--- config.mk ---
export PLATFORM = sky130hd
export DESIGN_NAME = tiny_risc_instruction_executor_unit
export DESIGN_NICKNAME = d
export VERILOG_FILES = /design/src/rtl/tre_pkg.sv /design/src/rtl/tre_ram.sv /design/src/rtl/tiny_risc_instruction_executor_unit.sv
export SDC_FILE = /design/constraint.sdc
export NUM_CORES = 2
export LEC_CHECK = 0
export ABC_AREA = 0
export BUFFER_PORTS_ARGS = -buffer_cell sky130_fd_sc_hd__buf_2
export CORE_MARGIN = 4
export CORE_UTILIZATION = 41
export DETAILED_ROUTE_END_ITERATION = 10
export GPL_TIMING_DRIVEN = 0
export PLACE_DENSITY = 0.63
export SLEW_MARGIN = 20
export SYNTH_ARGS = -nofsm -noshare
export SYNTH_HDL_FRONTEND = slang
export SYNTH_SLANG_ARGS = --single-unit
--- constraint.sdc ---
create_clock -name clk -period 10 [get_ports clk]
set_clock_uncertainty 0.05 [all_clocks]
set_input_delay 1.5 -clock clk [delete_from_list [all_inputs] [get_ports clk]]
set_output_delay 1.5 -clock clk [all_outputs]
set_load 0.03 [all_outputs]
--- src/rtl/tre_pkg.sv ---
`timescale 1ns / 1ps
`default_nettype none
// ----------------------------------------------------------------------------
// tre_pkg
// Shared constants for the tiny RISC instruction executor: command codes,
// opcodes, memory request codes, debug register ids and reset values.
// ----------------------------------------------------------------------------
package tre_pkg;

  localparam int unsigned XLEN     = 32;
  localparam int unsigned NUM_GPR  = 8;
  localparam int unsigned GPR_AW   = $clog2(NUM_GPR);

  localparam logic [1:0] CMD_EXEC  = 2'd0;
  localparam logic [1:0] CMD_LOAD  = 2'd1;
  localparam logic [1:0] CMD_WRITE = 2'd2;
  localparam logic [1:0] CMD_READ  = 2'd3;

  localparam logic [7:0] OP_MOVLO = 8'd0;
  localparam logic [7:0] OP_MOVHI = 8'd1;
  localparam logic [7:0] OP_MOVR  = 8'd2;
  localparam logic [7:0] OP_ADD   = 8'd3;
  localparam logic [7:0] OP_SUB   = 8'd4;
  localparam logic [7:0] OP_LD    = 8'd5;
  localparam logic [7:0] OP_ST    = 8'd6;
  localparam logic [7:0] OP_JMP   = 8'd7;
  localparam logic [7:0] OP_BEQ   = 8'd8;
  localparam logic [7:0] OP_BGT   = 8'd9;
  localparam logic [7:0] OP_BLT   = 8'd10;
  localparam logic [7:0] OP_HALT  = 8'd11;

  localparam logic [1:0] MEM_NONE  = 2'd0;
  localparam logic [1:0] MEM_READ  = 2'd1;
  localparam logic [1:0] MEM_WRITE = 2'd2;

  localparam logic [7:0] ID_PC     = 8'd8;
  localparam logic [7:0] ID_SP     = 8'd9;
  localparam logic [7:0] ID_STATUS = 8'd10;

  localparam logic [XLEN-1:0] PC_RESET = 32'h0000_0100;
  localparam logic [XLEN-1:0] PC_STEP  = 32'd4;

endpackage : tre_pkg
`default_nettype wire

--- src/rtl/tre_ram.sv ---
`timescale 1ns / 1ps
`default_nettype none
// ----------------------------------------------------------------------------
// tre_ram
// Generic synchronous RAM with one write port and one registered read port.
// A read at the address being written returns the old contents.
// ----------------------------------------------------------------------------
module tre_ram #(
  parameter int unsigned WIDTH = 32,
  parameter int unsigned DEPTH = 8
) (
  input  wire logic                     clk,
  input  wire logic                     we,
  input  wire logic [$clog2(DEPTH)-1:0] waddr,
  input  wire logic [WIDTH-1:0]         wdata,
  input  wire logic                     re,
  input  wire logic [$clog2(DEPTH)-1:0] raddr,
  output logic      [WIDTH-1:0]         rdata
);

  logic [WIDTH-1:0] mem_r [DEPTH];
  logic [WIDTH-1:0] rdata_r;

  always_ff @(posedge clk) begin
    if (we) begin
      mem_r[waddr] <= wdata;
    end
    if (re) begin
      rdata_r <= mem_r[raddr];
    end
  end

  assign rdata = rdata_r;

endmodule : tre_ram
`default_nettype wire

--- src/rtl/tiny_risc_instruction_executor_unit.sv ---
`timescale 1ns / 1ps
`default_nettype none
// ----------------------------------------------------------------------------
// tiny_risc_instruction_executor_unit
// Toy 32-bit RISC core: executes one fetched instruction, load return or
// debug register access per beat and reports the resulting core state.
// ----------------------------------------------------------------------------
// The unit takes one beat per clock cycle while the output is not stalled.
// On acceptance the operand addresses are presented to three copies of the
// eight-entry general register file, one per read operand, and the beat is
// registered in stage one; from stage one the instruction is executed, the
// register file is written back and the result is loaded into the output
// register. A value written back by one beat is forwarded to the next beat's
// operands. The general registers read as zero after reset until first
// written, so no clearing pass is needed.
module tiny_risc_instruction_executor_unit
  import tre_pkg::*;
(
  input  wire logic        clk,
  input  wire logic        rst_n,
  input  wire logic        in_valid,
  output logic             in_ready,
  input  wire logic [1:0]  in_command,
  input  wire logic [31:0] in_instruction_word,
  input  wire logic [31:0] in_load_data,
  input  wire logic [7:0]  in_reg_index,
  input  wire logic [31:0] in_reg_write_value,
  output logic             out_valid,
  input  wire logic        out_ready,
  output logic [31:0]      out_next_pc,
  output logic [1:0]       out_mem_op,
  output logic [31:0]      out_mem_address,
  output logic [31:0]      out_mem_write_value,
  output logic             out_stopped,
  output logic [31:0]      out_reg_read_value,
  output logic [31:0]      out_retired_count
);

  logic              in_acc;
  logic              s1_adv;
  logic [GPR_AW-1:0] rd_addr_in;

  logic              s1_valid_r;
  logic [1:0]        s1_cmd_r;
  logic [31:0]       s1_word_r;
  logic [31:0]       s1_ldata_r;
  logic [7:0]        s1_idx_r;
  logic [31:0]       s1_wval_r;

  logic [XLEN-1:0]   pc_r, pc_nxt;
  logic [XLEN-1:0]   sp_r, sp_nxt;
  logic [XLEN-1:0]   status_r, status_nxt;
  logic              halted_r, halted_nxt;
  logic              ld_pend_r, ld_pend_nxt;
  logic [GPR_AW-1:0] ld_dest_r, ld_dest_nxt;
  logic [XLEN-1:0]   cnt_r, cnt_nxt;
  logic [NUM_GPR-1:0] gpr_vld_r;

  logic              byp_vld_r;
  logic [GPR_AW-1:0] byp_addr_r;
  logic [XLEN-1:0]   byp_data_r;

  logic              wb_en;
  logic [GPR_AW-1:0] wb_addr;
  logic [XLEN-1:0]   wb_data;

  logic [XLEN-1:0]   q_a, q_b, q_d;
  logic [GPR_AW-1:0] s1_a, s1_b, s1_d;
  logic [XLEN-1:0]   op_a, op_b, op_d;
  logic [7:0]        opcode;
  logic [15:0]       imm;
  logic [XLEN-1:0]   pc_inc;

  logic [1:0]        res_mem_op;
  logic [XLEN-1:0]   res_mem_addr;
  logic [XLEN-1:0]   res_mem_wval;
  logic [XLEN-1:0]   res_rd_val;

  logic              out_valid_r;
  logic [31:0]       out_pc_r, out_addr_r, out_wval_r, out_rd_r, out_cnt_r;
  logic [1:0]        out_op_r;
  logic              out_stop_r;

  assign s1_adv   = s1_valid_r && (!out_valid_r || out_ready);
  assign in_ready = !s1_valid_r || s1_adv;
  assign in_acc   = in_valid && in_ready;

  assign rd_addr_in = (in_command == CMD_READ) ? in_reg_index[GPR_AW-1:0]
                                               : in_instruction_word[16 +: GPR_AW];

  tre_ram #(.WIDTH(XLEN), .DEPTH(NUM_GPR)) u_ram_a (
    .clk   (clk),
    .we    (wb_en),
    .waddr (wb_addr),
    .wdata (wb_data),
    .re    (in_acc),
    .raddr (in_instruction_word[8 +: GPR_AW]),
    .rdata (q_a)
  );

  tre_ram #(.WIDTH(XLEN), .DEPTH(NUM_GPR)) u_ram_b (
    .clk   (clk),
    .we    (wb_en),
    .waddr (wb_addr),
    .wdata (wb_data),
    .re    (in_acc),
    .raddr (in_instruction_word[GPR_AW-1:0]),
    .rdata (q_b)
  );

  tre_ram #(.WIDTH(XLEN), .DEPTH(NUM_GPR)) u_ram_d (
    .clk   (clk),
    .we    (wb_en),
    .waddr (wb_addr),
    .wdata (wb_data),
    .re    (in_acc),
    .raddr (rd_addr_in),
    .rdata (q_d)
  );

  // Stage one item.
  always_ff @(posedge clk) begin
    if (!rst_n) begin
      s1_valid_r <= 1'b0;
    end else if (in_acc) begin
      s1_valid_r <= 1'b1;
    end else if (s1_adv) begin
      s1_valid_r <= 1'b0;
    end
  end

  always_ff @(posedge clk) begin
    if (in_acc) begin
      s1_cmd_r   <= in_command;
      s1_word_r  <= in_instruction_word;
      s1_ldata_r <= in_load_data;
      s1_idx_r   <= in_reg_index;
      s1_wval_r  <= in_reg_write_value;
    end
  end

  // Operand selection with forwarding of the most recent write-back.
  assign s1_a = s1_word_r[8 +: GPR_AW];
  assign s1_b = s1_word_r[GPR_AW-1:0];
  assign s1_d = (s1_cmd_r == CMD_READ) ? s1_idx_r[GPR_AW-1:0] : s1_word_r[16 +: GPR_AW];

  always_comb begin
    if (byp_vld_r && byp_addr_r == s1_a) begin
      op_a = byp_data_r;
    end else if (gpr_vld_r[s1_a]) begin
      op_a = q_a;
    end else begin
      op_a = '0;
    end
    if (byp_vld_r && byp_addr_r == s1_b) begin
      op_b = byp_data_r;
    end else if (gpr_vld_r[s1_b]) begin
      op_b = q_b;
    end else begin
      op_b = '0;
    end
    if (byp_vld_r && byp_addr_r == s1_d) begin
      op_d = byp_data_r;
    end else if (gpr_vld_r[s1_d]) begin
      op_d = q_d;
    end else begin
      op_d = '0;
    end
  end

  assign opcode = s1_word_r[31:24];
  assign imm    = s1_word_r[15:0];
  assign pc_inc = pc_r + PC_STEP;

  // Execute.
  always_comb begin
    pc_nxt       = pc_r;
    sp_nxt       = sp_r;
    status_nxt   = status_r;
    halted_nxt   = halted_r;
    ld_pend_nxt  = ld_pend_r;
    ld_dest_nxt  = ld_dest_r;
    cnt_nxt      = cnt_r;
    wb_en        = 1'b0;
    wb_addr      = s1_d;
    wb_data      = op_a;
    res_mem_op   = MEM_NONE;
    res_mem_addr = '0;
    res_mem_wval = '0;
    res_rd_val   = '0;
    unique case (s1_cmd_r)
      CMD_EXEC: begin
        if (!halted_r) begin
          pc_nxt  = pc_inc;
          cnt_nxt = cnt_r + 32'd1;
          unique case (opcode)
            OP_MOVLO: begin
              wb_en   = 1'b1;
              wb_data = {op_d[31:16], imm};
            end
            OP_MOVHI: begin
              wb_en   = 1'b1;
              wb_data = {imm, op_d[15:0]};
            end
            OP_MOVR: begin
              wb_en   = 1'b1;
              wb_data = op_a;
            end
            OP_ADD: begin
              wb_en   = 1'b1;
              wb_data = op_a + op_b;
            end
            OP_SUB: begin
              wb_en   = 1'b1;
              wb_data = op_a - op_b;
            end
            OP_LD: begin
              res_mem_op   = MEM_READ;
              res_mem_addr = op_a;
              ld_pend_nxt  = 1'b1;
              ld_dest_nxt  = s1_d;
            end
            OP_ST: begin
              res_mem_op   = MEM_WRITE;
              res_mem_addr = op_d;
              res_mem_wval = op_a;
            end
            OP_JMP: begin
              pc_nxt = op_a;
            end
            OP_BEQ: begin
              if (op_a == op_b) begin
                pc_nxt = op_d;
              end
            end
            OP_BGT: begin
              if (op_a > op_b) begin
                pc_nxt = op_d;
              end
            end
            OP_BLT: begin
              if (op_a < op_b) begin
                pc_nxt = op_d;
              end
            end
            OP_HALT: begin
              pc_nxt     = pc_r;
              halted_nxt = 1'b1;
            end
            default: begin
              halted_nxt = 1'b1;
            end
          endcase
        end
      end
      CMD_LOAD: begin
        if (ld_pend_r) begin
          wb_en       = 1'b1;
          wb_addr     = ld_dest_r;
          wb_data     = s1_ldata_r;
          ld_pend_nxt = 1'b0;
        end
      end
      CMD_WRITE: begin
        priority if (s1_idx_r < 8'(NUM_GPR)) begin
          wb_en   = 1'b1;
          wb_addr = s1_idx_r[GPR_AW-1:0];
          wb_data = s1_wval_r;
        end else if (s1_idx_r == ID_PC) begin
          pc_nxt = s1_wval_r;
        end else if (s1_idx_r == ID_SP) begin
          sp_nxt = s1_wval_r;
        end else if (s1_idx_r == ID_STATUS) begin
          status_nxt = s1_wval_r;
        end else begin
          wb_en = 1'b0;
        end
      end
      default: begin
        priority if (s1_idx_r < 8'(NUM_GPR)) begin
          res_rd_val = op_d;
        end else if (s1_idx_r == ID_PC) begin
          res_rd_val = pc_r;
        end else if (s1_idx_r == ID_SP) begin
          res_rd_val = sp_r;
        end else if (s1_idx_r == ID_STATUS) begin
          res_rd_val = status_r;
        end else begin
          res_rd_val = '1;
        end
      end
    endcase
    if (!s1_adv) begin
      wb_en = 1'b0;
    end
  end

  // Architectural state.
  always_ff @(posedge clk) begin
    if (!rst_n) begin
      pc_r      <= PC_RESET;
      sp_r      <= '0;
      status_r  <= '0;
      halted_r  <= 1'b0;
      ld_pend_r <= 1'b0;
      ld_dest_r <= '0;
      cnt_r     <= '0;
      gpr_vld_r <= '0;
      byp_vld_r <= 1'b0;
    end else begin
      if (s1_adv) begin
        pc_r      <= pc_nxt;
        sp_r      <= sp_nxt;
        status_r  <= status_nxt;
        halted_r  <= halted_nxt;
        ld_pend_r <= ld_pend_nxt;
        ld_dest_r <= ld_dest_nxt;
        cnt_r     <= cnt_nxt;
      end
      if (wb_en) begin
        gpr_vld_r[wb_addr] <= 1'b1;
        byp_vld_r          <= 1'b1;
      end
    end
  end

  always_ff @(posedge clk) begin
    if (wb_en) begin
      byp_addr_r <= wb_addr;
      byp_data_r <= wb_data;
    end
  end

  // Output register.
  always_ff @(posedge clk) begin
    if (!rst_n) begin
      out_valid_r <= 1'b0;
    end else if (s1_adv) begin
      out_valid_r <= 1'b1;
    end else if (out_ready) begin
      out_valid_r <= 1'b0;
    end
  end

  always_ff @(posedge clk) begin
    if (s1_adv) begin
      out_pc_r   <= pc_nxt;
      out_op_r   <= res_mem_op;
      out_addr_r <= res_mem_addr;
      out_wval_r <= res_mem_wval;
      out_stop_r <= halted_nxt;
      out_rd_r   <= res_rd_val;
      out_cnt_r  <= cnt_nxt;
    end
  end

  assign out_valid           = out_valid_r;
  assign out_next_pc         = out_pc_r;
  assign out_mem_op          = out_op_r;
  assign out_mem_address     = out_addr_r;
  assign out_mem_write_value = out_wval_r;
  assign out_stopped         = out_stop_r;
  assign out_reg_read_value  = out_rd_r;
  assign out_retired_count   = out_cnt_r;

endmodule : tiny_risc_instruction_executor_unit
`default_nettype wire

# Yosys cells after proc, flatten, opt, wreduce, memory -nomap -nowiden
# Memories as Yosys holds them, arrays and structs flattened. A register that Yosys moved wholly into a read port is not among the register bits.
# Index checks and enable logic that the tools add are counted.
[word_totals]
reg_bits = 448
ramBits = 768
inputBits = 110
out_inout_bits = 165
wordCells = 153
mem_count = 3
[mem_list]
columns = ["memory", "depth", "width", "rd", "rd_ports_with_merged_regs", "wr", "line_no", "text"]
rows = [
  ["u_ram_a.mem_r", 8, 32, 1, 1, 1, "tre_ram.sv:21", "logic [WIDTH-1:0] mem_r [DEPTH];"],
  ["u_ram_b.mem_r", 8, 32, 1, 1, 1, "tre_ram.sv:21", ""],
  ["u_ram_d.mem_r", 8, 32, 1, 1, 1, "tre_ram.sv:21", ""],
]
[classes]
n_addsub = 4
order_cmp = 8
eq_ne = 24
mux = 58
n_bitwise = 7
n_reduce_logical = 24
[op_table]
columns = ["operator", "n"]
rows = [
  ["$mux 32", 21],
  ["$pmux 32 s5", 1],
  ["$pmux 32 s2", 2],
  ["$pmux 32 s4", 1],
  ["$pmux 32 s3", 1],
  ["$eq 8x4->1 const B", 7],
  ["$add 32x1->32 const B", 1],
  ["$add 32x3->32 const B", 1],
  ["$add 32x32->32", 1],
  ["$eq 32x32->1", 1],
  ["$eq 8x3->1 const B", 4],
  ["$gt 32x32->1", 1],
  ["$lt 32x32->1", 1],
  ["$sub 32x32->32", 1],
  ["$mux 1", 20],
  ["$eq 8x2->1 const B", 2],
  ["$lt 3x4->1 const B", 4],
  ["$mux 3", 4],
  ["$reduce_or 11->1", 1],
  ["$bmux 1 s3", 3],
  ["$eq 3x3->1", 3],
  ["$eq 8x1->1 const B", 1],
  ["$logic_not 8->1", 1],
  ["$lt 8x4->1 const B", 1],
  ["23 further kinds", 41],
]

# Logic depth before layout (Yosys ltp)
[depth]
ltp_word = 10
depth_mapped = 22
depth_no_buf = 18

# By module
# Synthesis repeated with hierarchy kept, for this count alone.
[hier_totals]
cells_unflattened = 3999
hier_area_um2 = 58203.3
[modules_own_cells]
columns = ["module", "instances", "cells_each", "area_each_um2", "seq_area_each_um2"]
rows = [
  ["tre_ram", 3, 415, 10786.6, 8648.3],
  ["tiny_risc_instruction_executor_unit", 1, 2754, 25843.5, 11861.4],
]

# Worst setup path before layout
# OpenSTA, ideal clock, no wires.
[synth_timing]
path_type = "input to register"
start = "input out_ready"
end = "memory u_ram_b.mem_r[7][0] (enable)"
setup_time_ns = 0.463
arrival_time_ns = 7.306
t_required_ns = 9.487
path_slack_ns = 2.181
path_stages = 6
path_buffers = 1
path_cell_list = "nor2b_1 nand2b_1 clkbuf_1 nor3_1 nand2_1 nor3_1"
[synth_between]
elab_chain_len = 5
[synth_lines]
columns = ["element", "line_no", "text"]
rows = [
  ["start: declaration", "tiny_risc_instruction_executor_unit.sv:29", "input wire logic out_ready,"],
  ["$logic_or 1x1->1", "tiny_risc_instruction_executor_unit.sv:84", "assign s1_adv = s1_valid_r && (!out_valid_r || out_ready);"],
  ["$logic_and 1x1->1", "tiny_risc_instruction_executor_unit.sv:84", ""],
  ["$mux 1", "tiny_risc_instruction_executor_unit.sv:293", "if (!s1_adv) begin"],
  ["named net u_ram_a.we", "tre_ram.sv:13", "input wire logic we,"],
  ["$mux 1", "tre_ram.sv:25", "if (we) begin"],
  ["$mux 1 (implied by the code)", "tre_ram.sv:26", "mem_r[waddr] <= wdata;"],
  ["end: declaration", "tre_ram.sv:21", ""],
]
# The timed path passes the listed nets, and every way through them passes these cells.

# Worst setup path in the final report
[layout_timing]
start = "register s1_word_r[8]"
end = "register out_pc_r[22], in the netlist out_next_pc[22], data pin"
[layout_between]
elab_chain_len = 9
elab_cells_between_ends = 15
classes_between = "2 x order compare; 2 x eq/ne; 10 x mux; 1 x reduce/logical"
[layout_lines]
columns = ["element", "line_no", "text"]
rows = [
  ["start: declaration", "tiny_risc_instruction_executor_unit.sv:45", "logic [31:0] s1_word_r;"],
  ["start signal: assignment", "tiny_risc_instruction_executor_unit.sv:135", "s1_word_r <= in_instruction_word;"],
  ["$bmux 1 s3", "tiny_risc_instruction_executor_unit.sv:150", "end else if (gpr_vld_r[s1_a]) begin"],
  ["$mux 1 (implied by the code)", "tiny_risc_instruction_executor_unit.sv:150", ""],
  ["$mux 32", "tiny_risc_instruction_executor_unit.sv:150", ""],
  ["$mux 32 (*)", "tiny_risc_instruction_executor_unit.sv:148", "if (byp_vld_r && byp_addr_r == s1_a) begin"],
  ["named net op_a[13]", "tiny_risc_instruction_executor_unit.sv:69", "logic [XLEN-1:0] op_a, op_b, op_d;"],
  ["$lt 32x32->1, or another cell as far along", "tiny_risc_instruction_executor_unit.sv:242", "if (op_a < op_b) begin"],
  ["$mux 32 (on tied branches)", "tiny_risc_instruction_executor_unit.sv:242, tiny_risc_instruction_executor_unit.sv:232, tiny_risc_instruction_executor_unit.sv:237", ""],
  ["$pmux 32 s5 (*)", "tiny_risc_instruction_executor_unit.sv:196", "unique case (opcode)"],
  ["$mux 32 (*)", "tiny_risc_instruction_executor_unit.sv:193", "if (!halted_r) begin"],
  ["$pmux 32 s2 (*)", "tiny_risc_instruction_executor_unit.sv:191", "unique case (s1_cmd_r)"],
  ["named net pc_nxt[22]", "tiny_risc_instruction_executor_unit.sv:50", "logic [XLEN-1:0] pc_r, pc_nxt;"],
  ["end signal: assignment", "tiny_risc_instruction_executor_unit.sv:347", "out_pc_r <= pc_nxt;"],
  ["end: declaration", "tiny_risc_instruction_executor_unit.sv:80", "logic [31:0] out_pc_r, out_addr_r, out_wval_r, out_rd_r, out_cnt_r;"],
]
# Mark *: on every way through the listed nets, which the timed path passes. The rest lies on a longest branch. The select of a mux whose other input is x is not followed.
# A chain may end at the register's enable or synchronous reset.

==> impl_metrics.env <==
export IMPL_status="finished clean"
export IMPL_drive_gt1_frac=0.2087
export IMPL_setup_violations=0
export IMPL_yosys_area_top_type="edfxtp_1"
export IMPL_numClockSinks=795
export IMPL_p_per_area_nw_per_um2=157.4
export IMPL_grt_pass1_vias=31610
export IMPL_grt_pass1_wl_um=235000
export IMPL_syn_avg_cell_area_um2=12.22
export IMPL_viasPerCell=6.356
export IMPL_nets=3952
export IMPL_multi_input_area_um2=17570
export IMPL_drv_cap=0
export IMPL_cts_buffer_depth=3
export IMPL_die_area_um2=105900
export IMPL_cp_end_kind="flip-flop"
export IMPL_min_from="status_r[28]"
export IMPL_hold_viol=0
export IMPL_fmax_mhz=105.0
export IMPL_drt_total_wl_um=168200
export IMPL_wire_per_inst_um=32.71
export IMPL_io_buffers=269
export IMPL_synth_cell_types=84
export IMPL_startpoint_type="flip-flop"
export IMPL_fp_coreArea_um2=100000
export IMPL_cts_reportedPaths_clkPinSlew_ns=0.06
export IMPL_hold_class="reg -> reg"
export IMPL_drv_slew=0
export IMPL_startpoint="s1_word_r[8]"
export IMPL_start_util=0.4130
export IMPL_path_depth=18
export IMPL_synth_seq_cells=795
export IMPL_dpl_worst_slack_ns=1.010
export IMPL_synth_edff_count=651
export IMPL_cts_resized=0
export IMPL_rows=116
export IMPL_hold_buffers=0
export IMPL_drc=0
export IMPL_cts_tree="yes"
export IMPL_worstMarginPinSlew_ns=1.239
export IMPL_grt_max_degree=57
export IMPL_fillers=8876
export IMPL_antenna_found_initial=7
export IMPL_area_sequential_um2=22430
export IMPL_final_util=0.4781
export IMPL_largest_register_ffs=224
export IMPL_reg2reg_slack_ns=0.47
export IMPL_critPathMaxStageDelay_ns=0.91
export IMPL_ios=275
export IMPL_synth_area_leaders="edfxtp_1 47%, mux4_2 11%, dfxtp_1 7.0%"
export IMPL_syn_to_final_growth_pct=15.79
export IMPL_critical_path_slowest_cell="a22oi_1"
export IMPL_worst_r2r_endpoint="out_next_pc[22]"
export IMPL_vias=32680
export IMPL_postSynthCellCount=3379
export IMPL_criticalPathCategory="reg -> reg"
export IMPL_worstPathArrival_ns=9.86
export IMPL_critPathTopFamily="compound AO/OA/AOI/OAI gates"
export IMPL_post_cts_setup_buffers=0
export IMPL_ys_warn_count=0
export IMPL_post_synth_top_area_fraction=0.4734
export IMPL_period_needed_ns=9.525
export IMPL_setup_slack_ns=0.4749
export IMPL_worst_path_buf_inv=5
export IMPL_slew_headroom=0.1709
export IMPL_tns_ns=0
export IMPL_yosysSeqAreaShare=0.5432
export IMPL_insertion_delay_ns=0.69
export IMPL_die_h_um=325.4
export IMPL_cts_root_buf="clkbuf_16"
export IMPL_p_leak_uw=0.01650
export IMPL_crit_chain="mux4_2 -> mux2i_1 -> nor2_1 -> clkbuf_1 -> clkbuf_1 -> a22oi_1 -> inv_1 -> ha_1 -> nor4_1 -> a21boi_0 -> o31ai_1 -> a31o_2 -> o21ai_1 -> buf_2 -> buf_2 -> o221ai_1 -> o21ai_0 -> nand2_1"
export IMPL_ir_drop_mv=0.1144
export IMPL_endpoint="out_next_pc[22]"
export IMPL_reg2reg_depth=18
export IMPL_synth_most_common_cell="edfxtp_1"
export IMPL_regMostFlops="u_ram_b.mem_r"
export IMPL_drt_iter0_drc=4482
export IMPL_floorplan_die_width_um=325.4
export IMPL_ys_async_sr_fraction=0
export IMPL_rsz0062_at_grt="false"
export IMPL_synth_area_um2=41300
export IMPL_synth_ff_type="edfxtp_1"
export IMPL_period_share=0.9525
export IMPL_path_max_fanout=10
export IMPL_groute_usage_overall=0.3090
export IMPL_htreeDepth=3
export IMPL_syn_nets=3560
export IMPL_gr_total_overflow=0
export IMPL_place_congestion=1.013
export IMPL_dr_pass1_iters=9
export IMPL_antenna_left=0
export IMPL_timing_rr_start="s1_word_r[8]"
export IMPL_dp_hpwl_um=129900
export IMPL_cts_buffers=85
export IMPL_synthTopCellsByCount="651 x edfxtp_1, 284 x nand2_1, 268 x a21oi_1"
export IMPL_required_ns=10.34
-- stage by stage --
stage	hold slack [ns]	instances	cell area (um^2)	power [uW]
2_1_floorplan	0.3862	3379	41300	4173
3_3_place_gp	0.3917	4946	44270	4453
3_5_place_dp	0.3963	4980	44990	4447
4_1_cts	0.4046	5138	47760	7551
5_1_grt	0.4248	5140	47810	7745
6_report	0.4049	5142	47810	7526
-- report_power, final --
part | switching [uW] | internal, uW | total [uW]
logic | 419 | 215 | 634
registers | 82.5 | 3680 | 3760
clock network | 1340 | 1790 | 3130
-- area by class of cell --
cell class / instances / share of cell area
Timing Repair Buffer: 305 / 0.04056
Clock inverter: 52 / 0.01018
Sequential cell: 795 / 0.4691
Tap cell: 1298 / 0.03397
Buffer: 253 / 0.02138
Clock buffer: 106 / 0.04786
Antenna cell: 2 / 0.0001047
Multi-Input combinational cell: 2211 / 0.3674
Inverter: 120 / 0.009420
-- how the worst min path moves through the flow --
| stage | to | slack (ns) | cells after the start |
|---|---|---|---|
| finish | status_r[28] | 0.40 | 2 |
| floorplan | status_r[0] | 0.39 | 2 |
| CTS | status_r[21] | 0.40 | 2 |
| global route | sp_r[25] | 0.42 | 2 |
| detailed placement | status_r[21] | 0.40 | 2 |
| global placement | status_r[23] | 0.39 | 2 |
-- placed cells by master, fill, tap and decap left out, types with 49 or more instances in the layout --
cell type,count
ha_1,69
dfxtp_1,144
clkbuf_16,87
edfxtp_1,651
o221ai_1,60
xor2_1,49
and3_1,57
a22oi_1,51
clkbuf_1,222
mux2_2,97
o21ai_0,131
nor2_1,235
a211oi_1,55
xnor2_1,51
a21oi_1,267
nand2_1,284
buf_2,282
mux4_2,198
inv_1,117
-- kinds of logic after synthesis --
logic type,count (synthesis),synth area share
muxes,311,0.1383
AOI/OAI and AO/OA,917,0.1497
and+or+nand+nor,812,0.09041
buffers and inverters,373,0.03527
adders and majority gates,71,0.02188
DFF,795,0.5432
xor gates and xnor gates,100,0.02121
-- routing by layer --
layer	vias to the layer above	global-route usage	wire length [um]	part of all wire
li1	14000	-	-	-
met1	16270	0.4032	65040	0.39
met2	1996	0.4864	76340	0.45
met3	418	0.06179	16180	0.096
met4	2	0.1687	10630	0.063
met5	-	0	13	0.000077
-- worst reg2reg max path, stage by stage, from the launching register on --
cell and delay [ns]:
edfxtp_1 0.88, mux4_2 0.60, mux2i_1 0.57, nor2_1 0.35
clkbuf_1 0.39, clkbuf_1 0.46, a22oi_1 0.92, inv_1 0.23
ha_1 0.46, nor4_1 0.83, a21boi_0 0.86, o31ai_1 0.34
a31o_2 0.33, o21ai_1 0.49, buf_2 0.44, buf_2 0.42
o221ai_1 0.16, o21ai_0 0.31, nand2_1 0.13
Note: power is estimated with default switching activity, not from simulation.
